File: src/design/ppo_pkg.sv
`default_nettype none
package ppo_pkg;

  // Field widths
  localparam int unsigned SampleW = 8;
  localparam int unsigned DvdW    = 16;  // dividend of the long divide
  localparam int unsigned DsrW    = 9;   // divisor, up to 256
  localparam int unsigned RemW    = 10;  // partial remainder
  localparam int unsigned StepsA  = 16;  // cells of the first divide
  localparam int unsigned StepsB  = 8;   // cells of the second divide
  localparam int unsigned CfgIdxW = 2;
  localparam int unsigned CfgW    = 8;

  // Configuration register indexes
  localparam logic [CfgIdxW-1:0] CFG_MODE   = 2'd0;
  localparam logic [CfgIdxW-1:0] CFG_LOW    = 2'd1;
  localparam logic [CfgIdxW-1:0] CFG_HIGH   = 2'd2;
  localparam logic [CfgIdxW-1:0] CFG_LEVELS = 2'd3;

  typedef enum logic [1:0] {
    MODE_INVERT  = 2'd0,
    MODE_STRETCH = 2'd1,
    MODE_POSTER  = 2'd2,
    MODE_PASS    = 2'd3
  } mode_e;

  // Per-item data that rides along the divider chain
  typedef struct packed {
    logic [SampleW-1:0] sample;
    mode_e              mode;
    logic               eq;     // stretch bounds equal
    logic               thr;    // threshold result when bounds equal
    logic               sdiff;  // numerator and divisor signs differ
    logic               sat;    // stretch quotient above 255
    logic [SampleW-1:0] qa;     // stretch quotient, low byte
    logic [DsrW-1:0]    step;   // posterize step
  } side_t;

  typedef struct packed {
    logic [RemW-1:0] rem;
    logic [DvdW-1:0] dvd;
    logic [DvdW-1:0] quo;
    logic [DsrW-1:0] dsr;
    side_t           side;
  } div_t;

endpackage
`default_nettype wire

File: src/design/ppo_div_cell.sv
`default_nettype none
module ppo_div_cell
  import ppo_pkg::*;
(
  input  wire logic clk_i,
  input  wire logic rst_ni,
  input  wire logic en_i,
  input  wire logic vld_i,
  input  wire div_t d_i,
  output logic      vld_o,
  output div_t      q_o
);

  logic            vld_q;
  div_t            data_q, data_d;
  logic [RemW-1:0] rem_sh;
  logic            ge;

  // One restoring step: shift in a dividend bit, subtract if it fits
  always_comb begin
    rem_sh = {d_i.rem[RemW-2:0], d_i.dvd[DvdW-1]};
    ge     = (rem_sh >= {1'b0, d_i.dsr});
    data_d = d_i;
    data_d.rem = ge ? (rem_sh - {1'b0, d_i.dsr}) : rem_sh;
    data_d.dvd = {d_i.dvd[DvdW-2:0], 1'b0};
    data_d.quo = {d_i.quo[DvdW-2:0], ge};
  end

  always_ff @(posedge clk_i or negedge rst_ni) begin
    if (!rst_ni) begin
      vld_q <= 1'b0;
    end else if (en_i) begin
      vld_q <= vld_i;
    end
  end

  always_ff @(posedge clk_i) begin
    if (en_i) begin
      data_q <= data_d;
    end
  end

  assign vld_o = vld_q;
  assign q_o   = data_q;

endmodule
`default_nettype wire

File: src/design/ppo_front.sv
`default_nettype none
module ppo_front
  import ppo_pkg::*;
(
  input  wire logic               clk_i,
  input  wire logic               rst_ni,
  input  wire logic               en_i,
  input  wire logic               vld_i,
  input  wire logic [SampleW-1:0] sample_i,
  input  wire mode_e              mode_i,
  input  wire logic [SampleW-1:0] low_i,
  input  wire logic [SampleW-1:0] high_i,
  input  wire logic [SampleW-1:0] levels_i,
  output logic                    vld_o,
  output div_t                    q_o
);

  logic               vld_q;
  div_t               data_q, data_d;
  logic [SampleW-1:0] ds, dd;
  logic               nneg, dneg;
  logic [DvdW-1:0]    num;
  logic [DsrW-1:0]    lvl;

  // Magnitudes and signs of (s - low) * 255 and (high - low)
  always_comb begin
    nneg = (sample_i < low_i);
    dneg = (high_i < low_i);
    ds   = nneg ? (low_i - sample_i) : (sample_i - low_i);
    dd   = dneg ? (low_i - high_i) : (high_i - low_i);
    num  = {ds, 8'h00} - {8'h00, ds};
    lvl  = (levels_i == '0) ? DsrW'(1) : {1'b0, levels_i};

    data_d             = '0;
    data_d.side.sample = sample_i;
    data_d.side.mode   = mode_i;
    data_d.side.eq     = (low_i == high_i);
    data_d.side.thr    = (sample_i > low_i);
    data_d.side.sdiff  = nneg ^ dneg;
    // Posterize first finds the step as 256 / levels
    if (mode_i == MODE_POSTER) begin
      data_d.dvd = DvdW'(256);
      data_d.dsr = lvl;
    end else begin
      data_d.dvd = num;
      data_d.dsr = {1'b0, dd};
    end
  end

  always_ff @(posedge clk_i or negedge rst_ni) begin
    if (!rst_ni) begin
      vld_q <= 1'b0;
    end else if (en_i) begin
      vld_q <= vld_i;
    end
  end

  always_ff @(posedge clk_i) begin
    if (en_i) begin
      data_q <= data_d;
    end
  end

  assign vld_o = vld_q;
  assign q_o   = data_q;

endmodule
`default_nettype wire

File: src/design/ppo_handoff.sv
`default_nettype none
module ppo_handoff
  import ppo_pkg::*;
(
  input  wire logic clk_i,
  input  wire logic rst_ni,
  input  wire logic en_i,
  input  wire logic vld_i,
  input  wire div_t d_i,
  output logic      vld_o,
  output div_t      q_o
);

  logic vld_q;
  div_t data_q, data_d;

  // Keep the first quotient, then set up sample / step
  always_comb begin
    data_d           = '0;
    data_d.side      = d_i.side;
    data_d.side.sat  = |d_i.quo[DvdW-1:SampleW];
    data_d.side.qa   = d_i.quo[SampleW-1:0];
    data_d.side.step = d_i.quo[DsrW-1:0];
    data_d.dvd       = {d_i.side.sample, {(DvdW-SampleW){1'b0}}};
    data_d.dsr       = d_i.quo[DsrW-1:0];
  end

  always_ff @(posedge clk_i or negedge rst_ni) begin
    if (!rst_ni) begin
      vld_q <= 1'b0;
    end else if (en_i) begin
      vld_q <= vld_i;
    end
  end

  always_ff @(posedge clk_i) begin
    if (en_i) begin
      data_q <= data_d;
    end
  end

  assign vld_o = vld_q;
  assign q_o   = data_q;

endmodule
`default_nettype wire

File: src/design/ppo_back.sv
`default_nettype none
module ppo_back
  import ppo_pkg::*;
(
  input  wire logic               clk_i,
  input  wire logic               rst_ni,
  input  wire logic               en_i,
  input  wire logic               vld_i,
  input  wire div_t               d_i,
  output logic                    vld_o,
  output logic [SampleW-1:0]      sample_o
);

  logic               vld_q;
  logic [SampleW-1:0] res_q, res_d;
  logic [9:0]         post_v;
  logic [SampleW-1:0] s;

  // Final mapping per mode; posterize uses s - s mod step + step / 2
  always_comb begin
    s      = d_i.side.sample;
    post_v = {2'b00, s} - {1'b0, d_i.rem[DsrW-1:0]} + {2'b00, d_i.side.step[DsrW-1:1]};
    case (d_i.side.mode)
      MODE_INVERT: begin
        res_d = 8'd255 - s;
      end
      MODE_STRETCH: begin
        if (d_i.side.eq) begin
          res_d = d_i.side.thr ? 8'd255 : 8'd0;
        end else if (d_i.side.sdiff) begin
          res_d = 8'd0;
        end else if (d_i.side.sat) begin
          res_d = 8'd255;
        end else begin
          res_d = d_i.side.qa;
        end
      end
      MODE_POSTER: begin
        res_d = (post_v > 10'd255) ? 8'd255 : post_v[SampleW-1:0];
      end
      default: begin
        res_d = s;
      end
    endcase
  end

  always_ff @(posedge clk_i or negedge rst_ni) begin
    if (!rst_ni) begin
      vld_q <= 1'b0;
    end else if (en_i) begin
      vld_q <= vld_i;
    end
  end

  always_ff @(posedge clk_i) begin
    if (en_i) begin
      res_q <= res_d;
    end
  end

  assign vld_o    = vld_q;
  assign sample_o = res_q;

endmodule
`default_nettype wire

File: src/design/pixel_point_operation.sv
// Pixel point operation: maps one 8-bit sample per item (invert, contrast
// stretch, posterize, or pass-through for mode code 3).
// Input channel: in_valid_i / in_stall_o with sample_in_i. Output channel:
// out_valid_o / out_stall_i with sample_out_o. Both accept on valid & !stall.
// Configuration: write cfg_data_i to register cfg_index_i (0 mode, 1 low
// bound, 2 high bound, 3 level count) while cfg_we_i is high; only while
// no items are in flight.
// Throughput: one item per cycle while the output is not stalled.
// Pipeline: 27 register stages (front stage, 16 divider cells, handoff
// stage, 8 divider cells, output register); out_valid_o rises when the item
// reaches the output register and stays high while out_stall_i holds it.
// The chain of restoring-divide cells, one quotient bit per cell, sets the
// latency; every cell advances together.
// Stall: while out_valid_o is high and out_stall_i is high the whole chain
// holds; one further item is taken into a skid register, then in_stall_o
// stays high until that item enters the front stage when the chain moves.
// Reset: clears all valid bits and the skid; registers return to mode
// invert, low 0, high 255, level count 4.
`default_nettype none
module pixel_point_operation
  import ppo_pkg::*;
(
  input  wire logic               clk_i,
  input  wire logic               rst_ni,
  input  wire logic               cfg_we_i,
  input  wire logic [CfgIdxW-1:0] cfg_index_i,
  input  wire logic [CfgW-1:0]    cfg_data_i,
  input  wire logic               in_valid_i,
  output logic                    in_stall_o,
  input  wire logic [SampleW-1:0] sample_in_i,
  output logic                    out_valid_o,
  input  wire logic               out_stall_i,
  output logic [SampleW-1:0]      sample_out_o
);

  localparam int unsigned NumCells = StepsA + StepsB;

  mode_e              mode_q;
  logic [SampleW-1:0] low_q, high_q, levels_q;
  logic               skid_vld_q, skid_vld_d;
  logic [SampleW-1:0] skid_q;
  logic               en, acc;
  logic               front_vld;
  logic [SampleW-1:0] front_sample;
  logic               cell_vld [NumCells+2];
  div_t               cell_dat [NumCells+2];

  // Configuration registers
  always_ff @(posedge clk_i or negedge rst_ni) begin
    if (!rst_ni) begin
      mode_q   <= MODE_INVERT;
      low_q    <= 8'd0;
      high_q   <= 8'd255;
      levels_q <= 8'd4;
    end else if (cfg_we_i) begin
      case (cfg_index_i)
        CFG_MODE:   mode_q   <= mode_e'(cfg_data_i[1:0]);
        CFG_LOW:    low_q    <= cfg_data_i;
        CFG_HIGH:   high_q   <= cfg_data_i;
        CFG_LEVELS: levels_q <= cfg_data_i;
        default: ;
      endcase
    end
  end

  // Chain advance and input skid
  assign en         = !(out_valid_o && out_stall_i);
  assign in_stall_o = skid_vld_q;
  assign acc        = in_valid_i && !skid_vld_q;

  always_comb begin
    skid_vld_d = skid_vld_q;
    if (en) begin
      skid_vld_d = 1'b0;
    end else if (acc) begin
      skid_vld_d = 1'b1;
    end
  end

  always_ff @(posedge clk_i or negedge rst_ni) begin
    if (!rst_ni) begin
      skid_vld_q <= 1'b0;
    end else begin
      skid_vld_q <= skid_vld_d;
    end
  end

  always_ff @(posedge clk_i) begin
    if (!en && acc) begin
      skid_q <= sample_in_i;
    end
  end

  assign front_vld    = skid_vld_q || in_valid_i;
  assign front_sample = skid_vld_q ? skid_q : sample_in_i;

  ppo_front u_front (
    .clk_i    (clk_i),
    .rst_ni   (rst_ni),
    .en_i     (en),
    .vld_i    (front_vld),
    .sample_i (front_sample),
    .mode_i   (mode_q),
    .low_i    (low_q),
    .high_i   (high_q),
    .levels_i (levels_q),
    .vld_o    (cell_vld[0]),
    .q_o      (cell_dat[0])
  );

  // First divide: stretch quotient or posterize step
  for (genvar i = 0; i < StepsA; i++) begin : g_div_a
    ppo_div_cell u_cell (
      .clk_i  (clk_i),
      .rst_ni (rst_ni),
      .en_i   (en),
      .vld_i  (cell_vld[i]),
      .d_i    (cell_dat[i]),
      .vld_o  (cell_vld[i+1]),
      .q_o    (cell_dat[i+1])
    );
  end

  ppo_handoff u_handoff (
    .clk_i  (clk_i),
    .rst_ni (rst_ni),
    .en_i   (en),
    .vld_i  (cell_vld[StepsA]),
    .d_i    (cell_dat[StepsA]),
    .vld_o  (cell_vld[StepsA+1]),
    .q_o    (cell_dat[StepsA+1])
  );

  // Second divide: sample by posterize step
  for (genvar j = StepsA + 1; j < NumCells + 1; j++) begin : g_div_b
    ppo_div_cell u_cell (
      .clk_i  (clk_i),
      .rst_ni (rst_ni),
      .en_i   (en),
      .vld_i  (cell_vld[j]),
      .d_i    (cell_dat[j]),
      .vld_o  (cell_vld[j+1]),
      .q_o    (cell_dat[j+1])
    );
  end

  ppo_back u_back (
    .clk_i    (clk_i),
    .rst_ni   (rst_ni),
    .en_i     (en),
    .vld_i    (cell_vld[NumCells+1]),
    .d_i      (cell_dat[NumCells+1]),
    .vld_o    (out_valid_o),
    .sample_o (sample_out_o)
  );

`ifndef SYNTHESIS
  // Skid holds an item only after the chain was held
  a_skid_after_hold: assert property (@(posedge clk_i) disable iff (!rst_ni)
    skid_vld_q |-> $past(!en))
    else $error("skid full without a preceding hold");

  // A held chain keeps its skid item
  a_skid_kept: assert property (@(posedge clk_i) disable iff (!rst_ni)
    (skid_vld_q && !en) |=> skid_vld_q)
    else $error("skid item lost while held");

  // A held chain keeps its valid bits at both ends
  a_hold_stable: assert property (@(posedge clk_i) disable iff (!rst_ni)
    !en |=> ($stable(cell_vld[0]) && $stable(cell_vld[NumCells+1])))
    else $error("chain moved while held");
`endif

endmodule
`default_nettype wire
File: config.mk
export PLATFORM = sky130hd
export DESIGN_NAME = pixel_point_operation
export DESIGN_NICKNAME = d
export VERILOG_FILES = /design/src/design/ppo_pkg.sv /design/src/design/ppo_div_cell.sv /design/src/design/ppo_front.sv /design/src/design/ppo_handoff.sv /design/src/design/ppo_back.sv /design/src/design/pixel_point_operation.sv
export SDC_FILE = /design/constraint.sdc
export NUM_CORES = 2
export LEC_CHECK = 0
export ABC_AREA = 1
export BUFFER_PORTS_ARGS = -buffer_cell sky130_fd_sc_hd__buf_2
export CORE_MARGIN = 5
export CORE_UTILIZATION = 35
export CTS_BUF_LIST = sky130_fd_sc_hd__clkbuf_2 sky130_fd_sc_hd__clkbuf_4 sky130_fd_sc_hd__clkbuf_8
export DETAILED_ROUTE_END_ITERATION = 8
export PLACE_DENSITY = 0.52
export SLEW_MARGIN = 20
export SYNTH_ARGS = -nofsm -noshare
export SYNTH_HDL_FRONTEND = slang
export SYNTH_SLANG_ARGS = --single-unit
File: constraint.sdc
create_clock -name clk_i -period 45.8 [get_ports clk_i]
set_input_delay 6.87 -clock clk_i [delete_from_list [all_inputs] [get_ports clk_i]]
set_output_delay 6.87 -clock clk_i [all_outputs]
set_load 0.02 [all_outputs]
# --- Word-level counts from Yosys, hierarchy flattened ---
# Cells that the tools add are included.
word_totals:
  out_inout_bits: 10
  inputBits: 23
  ff_bits: 1221
  word_cells: 389
op_classes:
  eq_ne: 8
  n_reduce_logical: 13
  n_bitwise: 1
  muxes: 36
  magnitude_cmp: 28
  add_sub_neg: 31
op_table:
  columns: ["cell", "n"]
  rows:
  - [">= comparator 10 x 9 -> 1 bit", 22]
  - ["2-to-1 mux 9 bit", 21]
  - ["subtractor 9 bit", 21]
  - ["2-to-1 mux 8 bit", 10]
  - ["subtractor 8 bit", 4]
  - ["case mux 8 bit (3 select lines)", 1]
  - [">= comparator 1 x 9 -> 1 bit", 2]
  - ["subtractor 1 x 9 -> 9 bit", 2]
  - ["less-than comparator 8 bit", 2]
  - ["subtractor 16 x 8 -> 16 bit", 1]
  - ["adder 10 x 8 -> 10 bit", 1]
  - ["greater-than comparator 10 x 8 -> 1 bit, second input constant", 1]
  - ["subtractor 8 x 9 -> 10 bit", 1]
  - ["== test 2 bit, second input constant", 4]
  - ["== test 8 bit", 1]
  - ["greater-than comparator 8 bit", 1]
  - ["logical NOT 8 bit", 1]
  - ["AND reduction 2 bit", 4]
  - ["OR reduction 8 bit", 1]
  - ["subtractor 8 bit, first input constant", 1]
  - ["== test 2 x 1 -> 1 bit, second input constant", 2]
  - ["logical NOT 2 bit", 2]
  - ["2-to-1 mux 1 bit", 4]
  - ["logical AND 1 bit", 3]
  - ["4 further kinds", 4]

# --- Depth between registers and ports, before layout ---
logic_depth:
  ltp_word: 5
  depth_mapped: 20
  depth_no_buf: 18

# --- Hierarchy ---
# From an unflattened synthesis, not the netlist that was laid out.
unflattened:
  cells_unflattened: 6218
  area_unflattened_um2: 83998.1
by_module_without_submodules:
  columns: ["module", "area_each_um2", "cells_each", "seq_area_each_um2", "n_inst"]
  rows:
  - ["ppo_div_cell at g_div_a[0].u_cell ...", 3163.0, 220, 2457.4, 16]
  - ["ppo_div_cell at g_div_b[17].u_cell ...", 3208.1, 220, 2457.4, 5]
  - ["ppo_div_cell at g_div_b[21].u_cell ...", 3189.3, 224, 2457.4, 3]
  - ["ppo_front", 3618.5, 459, 1136.1, 1]
  - ["pixel_point_operation", 1496.4, 158, 927.1, 1]
  - ["ppo_back", 1435.1, 207, 265.3, 1]
  - ["ppo_handoff", 1231.2, 102, 715.7, 1]

# --- Least setup slack after synthesis ---
# OpenSTA, ideal clock, no wires.
synth_path:
  path_type: "input -> register"
  from: "input port out_stall_i"
  to: "register skid_q[0] (enable)"
  setup_ns: 2.464
  path_slack_ns: 3.430
  cell_stages: 3
  arrival_ns: 39.906
  n_path_buf: 1
  t_required_ns: 43.336
  cell_sequence: "nand2_1 > buf_1 > nor3b_1"
synth_via:
  elab_chain_len: 2
synth_lines:
  columns: ["item", "line_no", "text"]
  rows:
  - ["start, declared", "pixel_point_operation.sv:32", "input wire logic out_stall_i,"]
  - ["logical AND 1 bit", "pixel_point_operation.sv:67", "assign en = !(out_valid_o && out_stall_i);"]
  - ["logical AND 1 bit", "pixel_point_operation.sv:89", "if (!en && acc) begin"]
  - ["end signal, assigned", "pixel_point_operation.sv:90", "skid_q <= sample_in_i;"]
  - ["end, declared", "pixel_point_operation.sv:41", "logic [SampleW-1:0] skid_q;"]
# Every way passes these cells.
# A chain may end at the register's enable or synchronous reset.

# --- Final worst setup path ---
layout_path:
  from: "input port out_stall_i"
  to: "register g_div_a[10].u_cell.data_q (netlist bit g_div_a[10].u_cell.q_o[35]) (enable)"
layout_via:
  elab_chain_len: 1
layout_lines:
  columns: ["item", "line_no", "text"]
  rows:
  - ["logical AND 1 bit", "pixel_point_operation.sv:67", null]
  - ["end signal, assigned", "ppo_div_cell.sv:39", "data_q <= data_d;"]
  - ["end, declared", "ppo_div_cell.sv:15", "div_t data_q, data_d;"]
# Every way passes these cells.

==> impl_results.md <==
- Most common cell in the synthesized netlist: edfxtp_1
- Post-CTS setup buffer count: 0
- Status: finished clean
- Cell taking the most area after synthesis: edfxtp_1
- GR Util All Layers: between 10 and 15%
- Synth Cell Area: 46,600 µm²
- Yosys top cell area share: 67.7%
- CTS tree: yes
- Setup slack, reg-to-reg: about 42 ns
- Die width: around 380 µm
- Top FF cell, synth: edfxtp_1
- Port buffer count: 32
- Rel. slew slack: 28.4%
- Placed cell areas: 48,900 µm²
- Vias in the first global route: about 25,000
- Core box area: between 100,000 and 150,000 µm²
- Fraction of registers with async set or reset after synthesis: 4.89%
- Reg2Reg Depth: 4
- Slowest CP cell: buf_4
- Fin crit share: 21.3%
- Die footprint: about 140,000 µm²
- Setup TNS after final layout: 0 ns
- Clock Skew: 0.0334 ns
- Hold Path Class: reg2reg
- Yosys cell types: 55
- Antenna-violating nets left: 0
- Slew Limit Fails: 0
- GRT overflow: 0
- H-tree depth: 4
- Io pins: 33
- Mapped Cells: roughly 3,400
- Crit-path cells: buf_2, nand2_4, buf_12, buf_4, buf_4
- Initial cell density of the core: around a third
- Filler Cell Count: between 10,000 and 15,000
- Number of cell rows: around 130
- Area of the multi-input gates: 11,900 µm²
- Critical path endpoint category: flop
- Max Buffers Root-to-Sink: 3
- FF-to-FF Start: u_back.vld_o$_DFFE_PN0N_
- Mean routed wirelength per cell: approximately 14 µm
- Layout cell share with drive strength beyond 1: between 10 and 15%
- Clock root cell: clkbuf_8
- Placed cell count: slightly above 5,000
- Vias per cell: ~4.5
- Worst-margin pin slew: 1.07 ns
- Synth Warn #: 0
- Fmax achieved: slightly above 0.1 GHz
- Syn-to-layout area delta: 12.7%
- Post-synth EDFFs: approximately 1,100
- Largest net degree at the start of global routing: between 150 and 200
- Die Height: approximately 380 µm
- DRC errors left: 0
- Startpoint types: input port
- Routed vias: ~25,000
- Final min period: 9.75 ns
- Final Hold Fails: 0
- Hold depth: 0
- GPL Wtd Cong: around 0.8
- Num CTS Buffers: 183
- Critical Path Fanout Max: 174
- Cells resized by post-CTS repair: 0
- Critical path type: in2reg
- CP Data Arrival Time: a little over 10 ns
- Hold path endpoint: g_div_a[10].u_cell.q_o[19]$_DFFE_PN_
- Crit-path most repeated cell: buf_4
- Initial antenna violation count: 3
- Final net count: 3,898
- Share of the yosys chip area belonging to registers: between 70% and 80%
- Synth top area cells: edfxtp_1, ha_1, nand2_1
- Min Hold Slack: a little under 0.4 ns
- CP top delay family: buffers and inverters
- Reg area: 32,900 µm²
- Hpwl dp: about 52,000 µm
- CP max stage delay: around 0.9 ns
- Design Area, Final: ~53,000 µm²
- Final setup fails: 0
- CP Data Required Time: between 40 and 50 ns
- Clock Latency Late Sink: ~0.86 ns
- Top cells by count, synth: edfxtp_1, nand2_1, inv_1, ha_1
- Post-Syn Area per Cell: 13.6 µm²
- RSZ-0062 raised after global routing: false
- Mapped Nets: between 3,000 and 4,000
- DR pass1 iterations: 5
- #FFs+latches synth: 1,105
- First-pass GRT wire length: 129,000 µm
- Number of buffers and inverters on the critical path: 4
- Non-filler cells, final: ~5,500
- Number of DRC markers in iteration 0: 1,309
- Clock Pin Slew Worst Setup and Hold Paths: ~0.060 ns
- CTS Hold Bufs: 0
- FF-to-FF End: g_div_a[10].u_cell.q_o[35]$_DFFE_PN_
- WL final: just under 80,000 µm
- Clk sinks: 1,105
- Hold wc startpoint: g_div_a[9].u_cell.q_o[19]$_DFFE_PN_
- Number of max-cap violations: 0
==> worst reg2reg max path, cell delays in order (launching register included) <==
cell     delay, ns
dfrtp_1       0.40
nand2_4       0.53
buf_12        0.66
buf_4         1.00
buf_4         0.96
==> placed cells by master, fill, tap and decap left out, types with 50 or more instances in the layout <==
master    instances
nand4_1          61
a21oi_1         209
clkbuf_8        184
nand3_1          64
xnor2_1         103
nor2_1          138
clkbuf_4         59
nand2_1         521
inv_1           429
edfxtp_1       1051
clkinv_1         50
o21ai_0         209
ha_1            228
==> flip-flops by register name, summed over array words and instances (netlist names), 2 cells and up <==
signal                cells
g_div_a.u_cell.q_o      719
skid_q                    8
u_handoff.q_o            23
u_back.sample_o           8
levels_q                  8
mode_q                    2
low_q                     8
g_div_a.u_cell.vld_o     16
g_div_b.u_cell.q_o      256
g_div_b.u_cell.vld_o      8
high_q                    8
u_front.q_o              37
==> area by class of cell <==
cell class	count	area share (%)
diodes	2	0.00952
clock buffers	243	5.66
clock inverters	90	1.21
inverters	438	3.13
multi-input cells	1841	22.6
flip-flops and latches	1105	62.6
well taps	1768	4.21
repair buffers	45	0.538
==> per-stage QoR <==
stage                     worst slack, ns  util [%]
final                               36.05      39.5
after global routing                35.87      39.5
after CTS                           36.12      39.5
after detailed placement            35.19      36.8
after global placement              35.20      36.8
after floorplan                      3.43         -
==> how the worst max path moves through the flow <==
stage / from / endpoint / slack [ns] / cells after the start
after global routing: out_stall_i / g_div_a[10].u_cell.q_o[48]$_DFFE_PN_ / 35.87 / 5
after global placement: out_stall_i / g_div_a[10].u_cell.q_o[33]$_DFFE_PN_ / 35.20 / 5
after detailed placement: out_stall_i / g_div_a[10].u_cell.q_o[74]$_DFFE_PN_ / 35.19 / 5
final: out_stall_i / g_div_a[10].u_cell.q_o[35]$_DFFE_PN_ / 36.05 / 5
after floorplan: out_stall_i / skid_q[0]$_DFFE_PP_ / 3.43 / 3
after CTS: out_stall_i / g_div_a[11].u_cell.q_o[33]$_DFFE_PN_ / 36.12 / 5
==> kinds of logic after synthesis <==
group	synth area share, %
AO/OA/AOI/OAI	6.17
XOR/XNOR	2.89
adder cells (fa/ha/maj)	7.53
buffers and inverters	3.95
flip-flops	70.6
multiplexers	0.604
AND/OR/NAND/NOR	8.27
==> per-layer routing <==
metal	wire, µm	track usage (%)	vias to the layer above
li1	-	-	12588
met1	35200	14.0	11523
met2	37600	18.8	340
met3	2850	2.59	172
met4	2160	4.39	0
met5	0	0	-
Power is not shown: default switching activity piles up to over one toggle a cycle in this logic, so the estimate is an artifact.
